File: src/rtl/tss_pkg.sv
// Shared types, codes and sizes of the transmission shift scheduler.
package tss_pkg;

    localparam int NUM_BANDS  = 4;
    localparam int SHIFT_COLS = 5;
    localparam int LOCK_COLS  = 3;
    localparam int BAND_IW    = $clog2(NUM_BANDS);
    localparam int SHIFT_DEPTH = NUM_BANDS * SHIFT_COLS;
    localparam int LOCK_DEPTH  = NUM_BANDS * LOCK_COLS;
    localparam int SHIFT_AW    = $clog2(SHIFT_DEPTH);
    localparam int LOCK_AW     = $clog2(LOCK_DEPTH);

    localparam logic [15:0] HOLD_RESET     = 16'd750;
    localparam logic [7:0]  DEBOUNCE_RESET = 8'd50;

    localparam logic [2:0] LOCK_MIN_GEAR = 3'd4;
    localparam logic [2:0] TOP_GEAR      = 3'd6;
    localparam logic [2:0] LOW_GEAR      = 3'd1;

    localparam logic OP_STEP  = 1'b0;
    localparam logic OP_WRITE = 1'b1;

    localparam logic [2:0] SEL_UP     = 3'd0;
    localparam logic [2:0] SEL_DOWN   = 3'd1;
    localparam logic [2:0] SEL_LOCK   = 3'd2;
    localparam logic [2:0] SEL_UNLOCK = 3'd3;
    localparam logic [2:0] SEL_EDGE   = 3'd4;

    localparam logic CFG_HOLD     = 1'b0;
    localparam logic CFG_DEBOUNCE = 1'b1;

    typedef enum logic [2:0] {
        CMD_NONE   = 3'd0,
        CMD_UNLOCK = 3'd1,
        CMD_LOCK   = 3'd2,
        CMD_DOWN   = 3'd3,
        CMD_UP     = 3'd4
    } t_cmd;

    typedef struct packed {
        logic        operation;
        logic [31:0] now_ms;
        logic [6:0]  throttle_percent;
        logic [15:0] speed_hz;
        logic [2:0]  current_gear;
        logic        converter_locked;
        logic [2:0]  table_select;
        logic [2:0]  table_row;
        logic [2:0]  table_col;
        logic [15:0] table_value;
    } t_in;

    typedef struct packed {
        t_cmd       command;
        logic [2:0] throttle_band;
        logic       held;
    } t_out;

    typedef struct packed {
        logic       we;
        logic [2:0] idx;
        logic [6:0] value;
    } t_edge_wr;

    typedef struct packed {
        logic        we;
        logic [2:0]  sel;
        logic [2:0]  row;
        logic [2:0]  col;
        logic [15:0] value;
    } t_tbl_wr;

    typedef struct packed {
        logic       re;
        logic [2:0] band;
        logic [2:0] gear;
    } t_tbl_rd;

    typedef struct packed {
        logic [15:0] up;
        logic [15:0] down;
        logic [15:0] lock;
        logic [15:0] unlock;
    } t_thr;

endpackage

File: src/rtl/tss_ram.sv
// Generic single-port-write, single-port-read RAM with registered read data.
module tss_ram #(
    parameter int WIDTH = 16,
    parameter int DEPTH = 20
) (
    input  logic                     i_clk,
    input  logic                     i_we,
    input  logic [$clog2(DEPTH)-1:0] i_waddr,
    input  logic [WIDTH-1:0]         i_wdata,
    input  logic                     i_re,
    input  logic [$clog2(DEPTH)-1:0] i_raddr,
    output logic [WIDTH-1:0]         o_rdata
);

    logic [WIDTH-1:0] r_mem [DEPTH];
    logic [WIDTH-1:0] r_rdata;

    always_ff @(posedge i_clk) begin
        if (i_we) begin
            r_mem[i_waddr] <= i_wdata;
        end
        if (i_re) begin
            r_rdata <= r_mem[i_raddr];
        end
    end

    assign o_rdata = r_rdata;

endmodule

File: src/rtl/tss_band.sv
// Throttle band edges, band index and edge debounce counter.
module tss_band (
    input  logic              i_clk,
    input  logic              i_rst_n,
    input  tss_pkg::t_edge_wr i_edge_wr,
    input  logic [6:0]        i_tps,
    input  logic [7:0]        i_debounce,
    input  logic              i_step,
    output logic [2:0]        o_band,
    output logic [2:0]        o_band_next
);

    logic [6:0] r_edge [tss_pkg::NUM_BANDS-1];
    logic [2:0] r_band;
    logic [7:0] r_cnt;
    logic [2:0] n_band;
    logic [7:0] n_cnt;

    logic [tss_pkg::NUM_BANDS-1:0] gt;
    logic [tss_pkg::BAND_IW-1:0]   band_lo;
    logic [tss_pkg::BAND_IW-1:0]   band_m1;
    logic                          up_past;
    logic                          dn_past;
    logic [8:0]                    cnt_inc;

    for (genvar i = 0; i < tss_pkg::NUM_BANDS - 1; i++) begin : g_edge
        always_ff @(posedge i_clk) begin
            if (i_edge_wr.we && i_edge_wr.idx == 3'(i)) begin
                r_edge[i] <= i_edge_wr.value;
            end
        end
        assign gt[i] = i_tps > r_edge[i];
    end
    // top band has no upper edge
    assign gt[tss_pkg::NUM_BANDS-1] = 1'b0;

    always_comb begin
        band_lo = r_band[tss_pkg::BAND_IW-1:0];
        band_m1 = band_lo - tss_pkg::BAND_IW'(1);
        up_past = gt[band_lo];
        dn_past = (r_band != 3'd0) && !gt[band_m1];
        cnt_inc = {1'b0, r_cnt} + 9'd1;
        n_band  = r_band;
        n_cnt   = 8'd0;
        if (up_past || dn_past) begin
            if (cnt_inc >= {1'b0, i_debounce}) begin
                n_band = up_past ? r_band + 3'd1 : r_band - 3'd1;
            end else begin
                n_cnt = cnt_inc[7:0];
            end
        end
    end

    always_ff @(posedge i_clk) begin
        if (!i_rst_n) begin
            r_band <= 3'd0;
            r_cnt  <= 8'd0;
        end else if (i_step) begin
            r_band <= n_band;
            r_cnt  <= n_cnt;
        end
    end

    assign o_band      = r_band;
    assign o_band_next = n_band;

endmodule

File: src/rtl/tss_tables.sv
// Shift and converter threshold tables held in four synchronous RAMs.
module tss_tables (
    input  logic             i_clk,
    input  tss_pkg::t_tbl_wr i_wr,
    input  tss_pkg::t_tbl_rd i_rd,
    output tss_pkg::t_thr    o_thr
);

    logic row_ok;
    logic shift_col_ok;
    logic lock_col_ok;
    logic we_up;
    logic we_down;
    logic we_lock;
    logic we_unlock;

    logic [tss_pkg::SHIFT_AW-1:0] shift_waddr;
    logic [tss_pkg::LOCK_AW-1:0]  lock_waddr;
    logic [tss_pkg::SHIFT_AW-1:0] up_raddr;
    logic [tss_pkg::SHIFT_AW-1:0] down_raddr;
    logic [tss_pkg::LOCK_AW-1:0]  lock_raddr;
    logic [2:0]                   up_col;
    logic [2:0]                   down_col;
    logic [2:0]                   lock_col;

    always_comb begin
        row_ok       = int'(i_wr.row) < tss_pkg::NUM_BANDS;
        shift_col_ok = int'(i_wr.col) < tss_pkg::SHIFT_COLS;
        lock_col_ok  = int'(i_wr.col) < tss_pkg::LOCK_COLS;
        we_up     = 1'b0;
        we_down   = 1'b0;
        we_lock   = 1'b0;
        we_unlock = 1'b0;
        if (i_wr.we && row_ok) begin
            unique case (i_wr.sel)
                tss_pkg::SEL_UP:     we_up     = shift_col_ok;
                tss_pkg::SEL_DOWN:   we_down   = shift_col_ok;
                tss_pkg::SEL_LOCK:   we_lock   = lock_col_ok;
                tss_pkg::SEL_UNLOCK: we_unlock = lock_col_ok;
                default: ;
            endcase
        end
        shift_waddr = tss_pkg::SHIFT_AW'(i_wr.row) * tss_pkg::SHIFT_AW'(tss_pkg::SHIFT_COLS)
                    + tss_pkg::SHIFT_AW'(i_wr.col);
        lock_waddr  = tss_pkg::LOCK_AW'(i_wr.row) * tss_pkg::LOCK_AW'(tss_pkg::LOCK_COLS)
                    + tss_pkg::LOCK_AW'(i_wr.col);
    end

    // Gear is already clamped to 1..6; columns that do not exist read column 0.
    always_comb begin
        up_col   = (i_rd.gear <= 3'd5) ? i_rd.gear - 3'd1 : 3'd0;
        down_col = (i_rd.gear >= 3'd2) ? i_rd.gear - 3'd2 : 3'd0;
        lock_col = (i_rd.gear >= tss_pkg::LOCK_MIN_GEAR) ?
                   i_rd.gear - tss_pkg::LOCK_MIN_GEAR : 3'd0;
        up_raddr   = tss_pkg::SHIFT_AW'(i_rd.band) * tss_pkg::SHIFT_AW'(tss_pkg::SHIFT_COLS)
                   + tss_pkg::SHIFT_AW'(up_col);
        down_raddr = tss_pkg::SHIFT_AW'(i_rd.band) * tss_pkg::SHIFT_AW'(tss_pkg::SHIFT_COLS)
                   + tss_pkg::SHIFT_AW'(down_col);
        lock_raddr = tss_pkg::LOCK_AW'(i_rd.band) * tss_pkg::LOCK_AW'(tss_pkg::LOCK_COLS)
                   + tss_pkg::LOCK_AW'(lock_col);
    end

    tss_ram #(.WIDTH(16), .DEPTH(tss_pkg::SHIFT_DEPTH)) u_up (
        .i_clk   (i_clk),
        .i_we    (we_up),
        .i_waddr (shift_waddr),
        .i_wdata (i_wr.value),
        .i_re    (i_rd.re),
        .i_raddr (up_raddr),
        .o_rdata (o_thr.up)
    );

    tss_ram #(.WIDTH(16), .DEPTH(tss_pkg::SHIFT_DEPTH)) u_down (
        .i_clk   (i_clk),
        .i_we    (we_down),
        .i_waddr (shift_waddr),
        .i_wdata (i_wr.value),
        .i_re    (i_rd.re),
        .i_raddr (down_raddr),
        .o_rdata (o_thr.down)
    );

    tss_ram #(.WIDTH(16), .DEPTH(tss_pkg::LOCK_DEPTH)) u_lock (
        .i_clk   (i_clk),
        .i_we    (we_lock),
        .i_waddr (lock_waddr),
        .i_wdata (i_wr.value),
        .i_re    (i_rd.re),
        .i_raddr (lock_raddr),
        .o_rdata (o_thr.lock)
    );

    tss_ram #(.WIDTH(16), .DEPTH(tss_pkg::LOCK_DEPTH)) u_unlock (
        .i_clk   (i_clk),
        .i_we    (we_unlock),
        .i_waddr (lock_waddr),
        .i_wdata (i_wr.value),
        .i_re    (i_rd.re),
        .i_raddr (lock_raddr),
        .o_rdata (o_thr.unlock)
    );

endmodule

File: src/rtl/transmission_shift_scheduler.sv
// Top level of the transmission shift scheduler.
//
// Input channel (i_in_valid / o_in_stall / i_in_data) takes control steps and
// table writes; every transfer yields exactly one result on the output channel
// (o_out_valid / i_out_stall / o_out_data), in order.
// The band update, hold check and threshold RAM reads happen in the transfer cycle;
// the RAM data is compared in the compare stage and the command is registered into
// the output register when that stage advances. One item per cycle is sustained
// unless the receiver stalls; the hold check of an item sees the action of the
// item just ahead of it through a forward path from the compare stage.
// Table writes land in the RAMs at their transfer edge, so a step right behind
// a write reads the new value.
// When the receiver stalls a valid result, the output register holds it, the compare
// stage holds its item and RAM data, and o_in_stall rises while that stage is full.
// Reset (i_rst_n low, synchronous) empties both stages, clears band, debounce
// counter and last action time, and restores hold 750 ms and debounce 50.
// Threshold tables and band edges are not cleared; load them before use.
// Configuration writes (i_cfg_we, i_cfg_idx, i_cfg_data) take effect at once.
module transmission_shift_scheduler (
    input  logic          i_clk,
    input  logic          i_rst_n,
    input  logic          i_in_valid,
    output logic          o_in_stall,
    input  tss_pkg::t_in  i_in_data,
    output logic          o_out_valid,
    input  logic          i_out_stall,
    output tss_pkg::t_out o_out_data,
    input  logic          i_cfg_we,
    input  logic          i_cfg_idx,
    input  logic [15:0]   i_cfg_data
);

    typedef struct packed {
        logic        skip;
        logic        held;
        logic [31:0] now;
        logic [15:0] hz;
        logic [2:0]  gear;
        logic        locked;
        logic [2:0]  band;
    } t_s1;

    logic [15:0]   r_hold;
    logic [7:0]    r_debounce;
    logic [31:0]   r_last;
    logic          r_s1_valid;
    t_s1           r_s1;
    logic          r_out_valid;
    tss_pkg::t_out r_out;

    logic              accept;
    logic              s1_go;
    logic              is_step;
    logic              fwd;
    logic [31:0]       diff_prev;
    logic [31:0]       diff_last;
    logic              held_in;
    logic              step;
    logic [2:0]        gear_in;
    logic [2:0]        band;
    logic [2:0]        band_next;
    tss_pkg::t_edge_wr edge_wr;
    tss_pkg::t_tbl_wr  tbl_wr;
    tss_pkg::t_tbl_rd  tbl_rd;
    tss_pkg::t_thr     thr;
    tss_pkg::t_cmd     cmd;
    logic              act;
    logic              up;
    logic              down;

    assign s1_go      = r_s1_valid && (!r_out_valid || !i_out_stall);
    assign o_in_stall = r_s1_valid && !s1_go;
    assign accept     = i_in_valid && !o_in_stall;
    assign is_step    = i_in_data.operation == tss_pkg::OP_STEP;

    // command decision on RAM data
    always_comb begin
        cmd  = tss_pkg::CMD_NONE;
        up   = (r_s1.gear <= 3'd5) && (r_s1.hz > thr.up);
        down = (r_s1.gear >= 3'd2) && (r_s1.hz < thr.down);
        if (!r_s1.skip) begin
            if (r_s1.gear < tss_pkg::LOCK_MIN_GEAR) begin
                if (r_s1.locked) cmd = tss_pkg::CMD_UNLOCK;
            end else if (r_s1.locked) begin
                if (r_s1.hz < thr.unlock) cmd = tss_pkg::CMD_UNLOCK;
            end else begin
                if (r_s1.hz > thr.lock) cmd = tss_pkg::CMD_LOCK;
            end
            if (cmd == tss_pkg::CMD_NONE) begin
                if (down)    cmd = tss_pkg::CMD_DOWN;
                else if (up) cmd = tss_pkg::CMD_UP;
            end
        end
        act = cmd != tss_pkg::CMD_NONE;
    end

    // hold check; an action still in the compare stage overrides r_last
    always_comb begin
        fwd       = r_s1_valid && act;
        diff_prev = i_in_data.now_ms - r_s1.now;
        diff_last = i_in_data.now_ms - r_last;
        held_in   = is_step && (fwd ? (diff_prev < {16'd0, r_hold})
                                    : (diff_last < {16'd0, r_hold}));
        step      = accept && is_step && !held_in;
        if (i_in_data.current_gear == 3'd0) begin
            gear_in = tss_pkg::LOW_GEAR;
        end else if (i_in_data.current_gear > tss_pkg::TOP_GEAR) begin
            gear_in = tss_pkg::TOP_GEAR;
        end else begin
            gear_in = i_in_data.current_gear;
        end
    end

    always_comb begin
        edge_wr.we    = accept && !is_step && i_in_data.table_select == tss_pkg::SEL_EDGE;
        edge_wr.idx   = i_in_data.table_row;
        edge_wr.value = i_in_data.table_value[6:0];
        tbl_wr.we     = accept && !is_step;
        tbl_wr.sel    = i_in_data.table_select;
        tbl_wr.row    = i_in_data.table_row;
        tbl_wr.col    = i_in_data.table_col;
        tbl_wr.value  = i_in_data.table_value;
        tbl_rd.re     = step;
        tbl_rd.band   = band_next;
        tbl_rd.gear   = gear_in;
    end

    tss_band u_band (
        .i_clk       (i_clk),
        .i_rst_n     (i_rst_n),
        .i_edge_wr   (edge_wr),
        .i_tps       (i_in_data.throttle_percent),
        .i_debounce  (r_debounce),
        .i_step      (step),
        .o_band      (band),
        .o_band_next (band_next)
    );

    tss_tables u_tables (
        .i_clk (i_clk),
        .i_wr  (tbl_wr),
        .i_rd  (tbl_rd),
        .o_thr (thr)
    );

    always_ff @(posedge i_clk) begin
        if (!i_rst_n) begin
            r_hold      <= tss_pkg::HOLD_RESET;
            r_debounce  <= tss_pkg::DEBOUNCE_RESET;
            r_last      <= 32'd0;
            r_s1_valid  <= 1'b0;
            r_out_valid <= 1'b0;
        end else begin
            if (i_cfg_we) begin
                unique case (i_cfg_idx)
                    tss_pkg::CFG_HOLD:     r_hold     <= i_cfg_data;
                    tss_pkg::CFG_DEBOUNCE: r_debounce <= i_cfg_data[7:0];
                    default: ;
                endcase
            end
            if (s1_go && act) begin
                r_last <= r_s1.now;
            end
            if (accept) begin
                r_s1_valid <= 1'b1;
            end else if (s1_go) begin
                r_s1_valid <= 1'b0;
            end
            if (s1_go) begin
                r_out_valid <= 1'b1;
            end else if (!i_out_stall) begin
                r_out_valid <= 1'b0;
            end
        end
    end

    always_ff @(posedge i_clk) begin
        if (accept) begin
            r_s1.skip   <= !step;
            r_s1.held   <= held_in;
            r_s1.now    <= i_in_data.now_ms;
            r_s1.hz     <= i_in_data.speed_hz;
            r_s1.gear   <= gear_in;
            r_s1.locked <= i_in_data.converter_locked;
            r_s1.band   <= step ? band_next : band;
        end
        if (s1_go) begin
            r_out.command       <= cmd;
            r_out.throttle_band <= r_s1.band;
            r_out.held          <= r_s1.held;
        end
    end

    assign o_out_valid = r_out_valid;
    assign o_out_data  = r_out;

endmodule

File: config.mk
export PLATFORM = sky130hd
export DESIGN_NAME = transmission_shift_scheduler
export DESIGN_NICKNAME = d
export VERILOG_FILES = /design/src/rtl/tss_pkg.sv /design/src/rtl/tss_ram.sv /design/src/rtl/tss_band.sv /design/src/rtl/tss_tables.sv /design/src/rtl/transmission_shift_scheduler.sv
export SDC_FILE = /design/constraint.sdc
export NUM_CORES = 1
export LEC_CHECK = 0
export ABC_AREA = 1
export BUFFER_PORTS_ARGS = -buffer_cell sky130_fd_sc_hd__buf_2
export CELL_PAD_IN_SITES_DETAIL_PLACEMENT = 0
export CELL_PAD_IN_SITES_GLOBAL_PLACEMENT = 2
export CORE_MARGIN = 3
export CORE_UTILIZATION = 46
export CTS_CLUSTER_DIAMETER = 120
export DETAILED_ROUTE_END_ITERATION = 10
export MAX_ROUTING_LAYER = met4
export PLACE_DENSITY = 0.82
export SYNTH_ARGS = -nofsm -noshare
export SYNTH_HDL_FRONTEND = slang
export SYNTH_SLANG_ARGS = --single-unit
File: constraint.sdc
create_clock -name i_clk -period 7.2 [get_ports i_clk]
set_input_delay 0.36 -clock i_clk [delete_from_list [all_inputs] [get_ports i_clk]]
set_output_delay 0.36 -clock i_clk [all_outputs]
set_load 0.02 [all_outputs]
==> flow_summary.ini, run 1 <==
[status]
outcome = complete, no violations

[worst_setup_path]
critPathArrivalTime_ns = 6.12
path_cells = ha_1, nand2_1, inv_2, nand2_1, nor2_1, nand3_1, nand2_1, inv_1, ha_1, nand2_1, nor4_1, nor2_1, o211ai_2, nand2_4, o21ai_0, inv_1, fa_1, ha_4, inv_1, fa_2, inv_1, o221ai_1, o21ai_0, o21ai_1
required_ns = 7.69
startpoint_type = flop
cp_top_family = adder cells
crit_path_end_kind = flop
cp_max_fo = 20
path_depth = 24
reg2reg_depth = 24
max_stage_delay_ns = 0.62
setup.worst_path.class = flop to flop
path_buf_inv = 5
critPathSlowestCell = fa_1

[synthesis]
synthCells = 5105
synthTopCellsByArea = edfxtp_1 (62%), o21ai_0 (5.5%), nor2_1 (5.2%), nand2_1 (4.8%), ha_1 (4.6%)
synth_area_leader_cell = edfxtp_1
ys_ff_latch = 1241
syn_avg_cell_area_sq_um = 11.1
synth_nets = 5433
ys_types = 48
synthFlopType = edfxtp_1
synth_area_sq_um = 56500
synth_edf_count = 1172
yosysWarnings = 0
yosysTopAreaCellShare_pct = 62.3
ys_seq_area_share_pct = 64.7
synthArstFlopShare_pct = 0

[finish]
drive_above_1_share_pct = 10.3
seq_area_sq_um = 36600
final_common_cell = edfxtp_1
multiInputGateArea_sq_um = 17400
layout_common_cells = edfxtp_1 (1172), nor2_1 (771), nand2_1 (714)
fillers = 10600
syn_to_final_growth_pct = 13.6
finalNetCount = 5630

[hold_path]
min_path_cells = 3
worstHoldPathType = input port to flop

[clock_tree]
ctsLongestPathBuffers = 3
cts_tree = built
cts.sinks = 1241
cts_made_buffers = 134
htreeDepth = 4
clock_latency_ns = 0.77
clk_pin_slew_ns = 0.06
ctsResizeCount = 0
post-cts-setup-buffer-count = 0
root_buffer = clkbuf_16

[die]
core_area_sq_um = 121000
rows = 127
die_w_microns = 356
start_util_pct = 46.7
chipHeight_microns = 356
dieArea_sq_um = 127000
ios = 116

[global_routing]
grt_overflow = 0
grt_pass1_vias = 36600
grt_max_degree = 142
grt_pass1_wl_microns = 236000
grt_usage_pct = 25.7
antenna_found_initial = 15

[timing]
fin_ws_ns = 1.58
slew_viol_final = 0
slew_headroom_pct = 25.0
fin_crit_sh_pct = 78.1
min_period_ns = 5.62
grt_setup_unrepaired = no
fin_skew_ns = 0.0359
tightest_slew_ns = 1.12
setup_viol = 0
tns_ns = 0
finalHoldViolCount = 0
max_freq_mhz = 178

[placement]
dp_hpwl_microns = 99300
place.gp.congestion = 0.868
dp_slack_ns = 1.47
port_buffers = 115

[routing]
via_per_inst = 5.51
wl_microns = 159000
drt-pass1-iter-count = 6
drt_iter0_drc = 3941
drtAntennaViolNets = 0
drc = 0
vias = 38700
wl_per_cell_microns = 22.7

[pwr]
peakVddDrop_uv = 339
leakage_nw = 24.0
p_total_mw = 20.6
p_per_area_nw_per_um2 = 322

[run]
drv_cap = 0
==> power by group <==
| part | switching, mW | total, mW | internal, mW | leakage (nW) |
|---|---|---|---|---|
| Sequential | 0.133 | 8.31 | 8.18 | 11.2 |
| Clock | 2.82 | 6.80 | 3.98 | 2.12 |
| Combinational | 3.64 | 5.54 | 1.90 | 10.7 |
| Total | 6.59 | 20.6 | 14.1 | 24.0 |
==> flip-flops by register name, indices dropped and copies added, names as in the netlist, 3 cells and up <==
signal,cells
o_out_data,7
r_debounce,8
r_hold,16
r_last,32
r_s1,56
u_band.o_band,3
u_band.r_cnt,8
u_band.r_edge,21
u_tables.u_down.o_rdata,16
u_tables.u_down.r_mem,320
u_tables.u_lock.o_rdata,16
u_tables.u_lock.r_mem,192
u_tables.u_unlock.o_rdata,16
u_tables.u_unlock.r_mem,192
u_tables.u_up.o_rdata,16
u_tables.u_up.r_mem,320
==> routing by layer <==
metal	vias up	wire, microns	global-route usage, %
met5	-	0	-
met4	0	2680	5.46
met3	174	10200	3.66
met2	1218	73100	39.2
met1	18900	73400	36.9
li1	18400	-	-
==> final cells by class <==
class | instances | area share, %
repair buffers | 281 | 3.25
flip-flops and latches | 1241 | 57.0
clock inverters | 66 | 1.16
well taps | 1612 | 3.14
multi-input cells | 3193 | 27.1
inverters | 451 | 2.65
clock buffers | 169 | 5.66
diodes | 8 | 0.0312
==> synthesized netlist by cell type, types with 2 or more instances <==
master	n
edfxtp_1	1172
nor2_1	778
nand2_1	715
o21ai_0	619
inv_1	448
o22ai_1	224
ha_1	209
clkbuf_1	202
nand3_1	159
a21oi_1	142
mux2_2	80
dfxtp_1	69
xor2_1	34
nand4_1	32
o221ai_1	32
nor3_1	25
o21ai_1	19
o21ai_2	16
nand3_2	13
o211ai_1	13
fa_1	12
xnor2_1	10
o21bai_1	9
buf_4	8
nand2_2	8
o21a_1	8
buf_6	7
nand3b_1	7
a211oi_1	6
buf_1	3
nand2_4	3
nor4_1	3
or2_2	3
inv_2	2
nor2_2	2
==> what timing repair did <==
item	in CTS	in global routing
hold buffers	65	0
setup endpoints to repair	0	0
endpoints found under the hold margin	73	0
==> worst min-delay path, stage by stage <==
cell and delay (ns):
buf_2 0.08, o21ai_0 0.16, a21oi_1 0.15
==> worst paths after layout <==
kind | from | end | slack, ns
worst max register to register | u_band.r_cnt[0] | u_tables.u_unlock.o_rdata[7] | 1.58
worst min register to register | r_s1[55] | o_out_data[0] | 0.42
worst min-delay path | i_cfg_data[11] | r_hold[11] | 0.05
worst max-delay path | u_band.r_cnt[0] | u_tables.u_unlock.o_rdata[7] | 1.58
==> through the flow <==
step                hold WS, ns  instances  utilization [%]  cell area [sq um]
detailed placement        0.408       6713             48.9              59100
global placement          0.403       6713             48.9              59100
finish                   0.0488       7021             53.1              64200
floorplan                 0.400       5105                -              56500
global route             0.0232       7019             53.1              64200
CTS                     0.00732       7013             53.1              64200
==> logic make-up after synthesis <==
| logic type | after synthesis | synth area share, % |
|---|---|---|
| DFF | 1241 | 64.7 |
| adders and majority gates | 221 | 5.05 |
| and+or+nand+nor | 1752 | 12.6 |
| xor gates and xnor gates | 45 | 0.731 |
| other | 1 | 0.00664 |
| buffers and inverters | 671 | 4.60 |
| AOI/OAI and AO/OA | 1094 | 10.7 |
| muxes | 80 | 1.59 |
Power figures use the tool's default switching activity.
==> run 2: changes to the inputs <==
CORE_UTILIZATION = 39   (was 46)
PLACE_DENSITY = 0.73   (was 0.82)
clock period = 5.05 ns   (was 7.2 ns; I/O delays follow)
==> run 2 against run 1 <==
Core utilization fell by 7.2 points; final cell count rose by 5.9%; via count rose by 1.0%; flip-flop and latch count did not move; setup slack got worse by 1.2 ns; sequential power rose by 42%; critical path depth rose by 3; count of clock-buffer cells in the layout fell by 1; critical path type unchanged.
==> flow_summary.ini, run 2 (same netlist as run 1, synthesis figures left out) <==
[status]
outcome = complete, no violations

[placement]
place.gp.congestion = 0.840
dp_hpwl_microns = 107000
port_buffers = 115
place_area_sq_um = 60400

[finish]
layout_common_cells = edfxtp_1 (1172), nor2_1 (765), nand2_1 (714)
syn_to_final_growth_pct = 16.6
final_cell_area_sq_um = 65900
finalNetCount = 5747
largest_registers = u_tables.u_down.r_mem x320, u_tables.u_up.r_mem x320
final_common_cell = edfxtp_1
drive_above_1_share_pct = 12.0

[die]
start_util_pct = 39.3
ios = 116
chipHeight_microns = 387
rows = 139
die_w_microns = 387
dieArea_sq_um = 149000
core_area_sq_um = 144000

[hold_path]
worstHoldPathType = input port to flop
min_path_cells = 5
min_from = i_in_data[84]
min_to = u_band.r_cnt[1]

[global_routing]
grt.busiest_layer = met2
grt_max_degree = 83
grt_pass1_vias = 38000
gr-usage-met2_pct = 35.4
grtUsageMet3_pct = 3.35
antenna_found_initial = 13
grt_usage_pct = 22.7
grt_pass1_wl_microns = 247000
grt_overflow = 0
use_met1_pct = 31.2

[timing]
tightest_slew_ns = 1.00
fin_crit_sh_pct = 93.2
fin_skew_ns = 0.0294
slew_headroom_pct = 33.1
max_freq_mhz = 212
min_period_ns = 4.71
grt_setup_unrepaired = yes
hold_ws_ns = 0.0860
finalHoldViolCount = 0
setup_viol = 0
slew_viol_final = 0

[clock_tree]
cts_tree = built
ctsLongestPathBuffers = 3
root_buffer = clkbuf_16
cts_made_buffers = 138
cts.sinks = 1241
clk_pin_slew_ns = 0.06
clock_latency_ns = 0.78
htreeDepth = 4

[routing]
drt_iter0_drc = 3346
wl_per_cell_microns = 22.6
drtAntennaViolNets = 0
wl_microns = 168000
drc = 0
via_per_inst = 5.26
drt-pass1-iter-count = 5
vias = 39100

[run]
drv_cap = 0

[pwr]
p_per_area_nw_per_um2 = 456
p_total_mw = 30.1
peakVddDrop_uv = 297
leakage_nw = 24.6

[worst_setup_path]
cp_max_fo = 15
startpoint_type = flop
crit_path_end_kind = flop
r2r_setup_slack_ns = 0.34
critPathArrivalTime_ns = 5.21
required_ns = 5.55
rr_endpoint = u_tables.u_lock.o_rdata[9]
setup.worst_path.class = flop to flop
reg2reg_depth = 27
r2r_start = u_band.r_cnt[0]
## run 2: cell count changes in the layout (fill, tap and decap cells not counted), sizes merged
cell,change
clkinvlp,+2
inv,+3
diode,+1
clkbuf,+3
clkinv,+7
buf,+87
dlygate4sd3,+22
bufinv,-3
## run 2: worst max-delay path by stage
stage | startpoint | endpoint | slack, ns | cells after the start
final | u_band.r_cnt[0] | u_tables.u_lock.o_rdata[9] | 0.34 | 27
after global routing | u_band.r_cnt[1] | u_tables.u_lock.o_rdata[9] | -0.06 | 26
after CTS | u_band.r_cnt[0] | u_tables.u_lock.o_rdata[14] | 0.07 | 26
after detailed placement | i_in_data[47] | u_tables.u_lock.o_rdata[15] | 0.09 | 24
after global placement | i_in_data[47] | u_tables.u_lock.o_rdata[15] | 0.15 | 24
after floorplan | u_band.r_cnt[0] | u_tables.u_lock.o_rdata[10] | 0.44 | 24
## run 2: what timing repair did
| action | 4_1_cts | 5_1_grt |
|---|---|---|
| endpoints found under the setup margin | 0 | 64 |
| resized for setup | 0 | 22 |
| hold buffers | 87 | 0 |
| buffers inserted | 0 | 12 |
| endpoints found under the hold margin | 100 | 0 |
## run 2: routing by layer
metal	wire, microns	up-vias
li1	-	18600
met1	77600	19300
met2	78200	966
met3	8810	208
met4	3650	0
met5	0	-
## run 2: stage by stage
stage               setup TNS (ns)  setup WS [ns]  utilization [%]  std cells
finish                           0          0.342             45.9       7434
global route                 -1.22        -0.0626             45.9       7433
detailed placement               0         0.0893             42.0       7078
global placement                 0          0.151             42.0       7078
CTS                              0         0.0651             45.6       7408
floorplan                        0          0.438                -       5105
## run 2: cell type report
class	instances	area (sq um)
fill	13500	77800
sequential	1241	36600
multi-input combinational	3193	17500
clock buffer	168	3620
timing repair buffer	394	3390
tap	1903	2380
inverter	451	1710
clock inverter	75	678
antenna	9	22.5
## run 2: worst max-delay path, stage by stage, from the launching register on
cell	delay [ns]
dfxtp_1	0.31
ha_1	0.20
nand2_1	0.08
inv_2	0.04
nand2_1	0.12
xor2_2	0.16
inv_1	0.06
ha_1	0.28
nand2_1	0.09
o31ai_1	0.23
nor2_1	0.07
o21ai_1	0.13
nand2_1	0.08
o211ai_2	0.12
nand2_4	0.14
xor2_4	0.19
inv_4	0.11
fa_1	0.58
ha_4	0.14
inv_1	0.04
fa_2	0.33
xnor2_1	0.13
buf_4	0.15
xor2_4	0.16
buf_4	0.16
clkbuf_16	0.19
nand2_1	0.09
o21ai_2	0.05
## run 2: report_power, final
part           switching, mW  total (mW)  internal, mW
Sequential             0.157        11.8          11.7
Combinational           5.36        8.62          3.26
Clock                   4.12        9.64          5.52
Total                   9.63        30.1          20.4
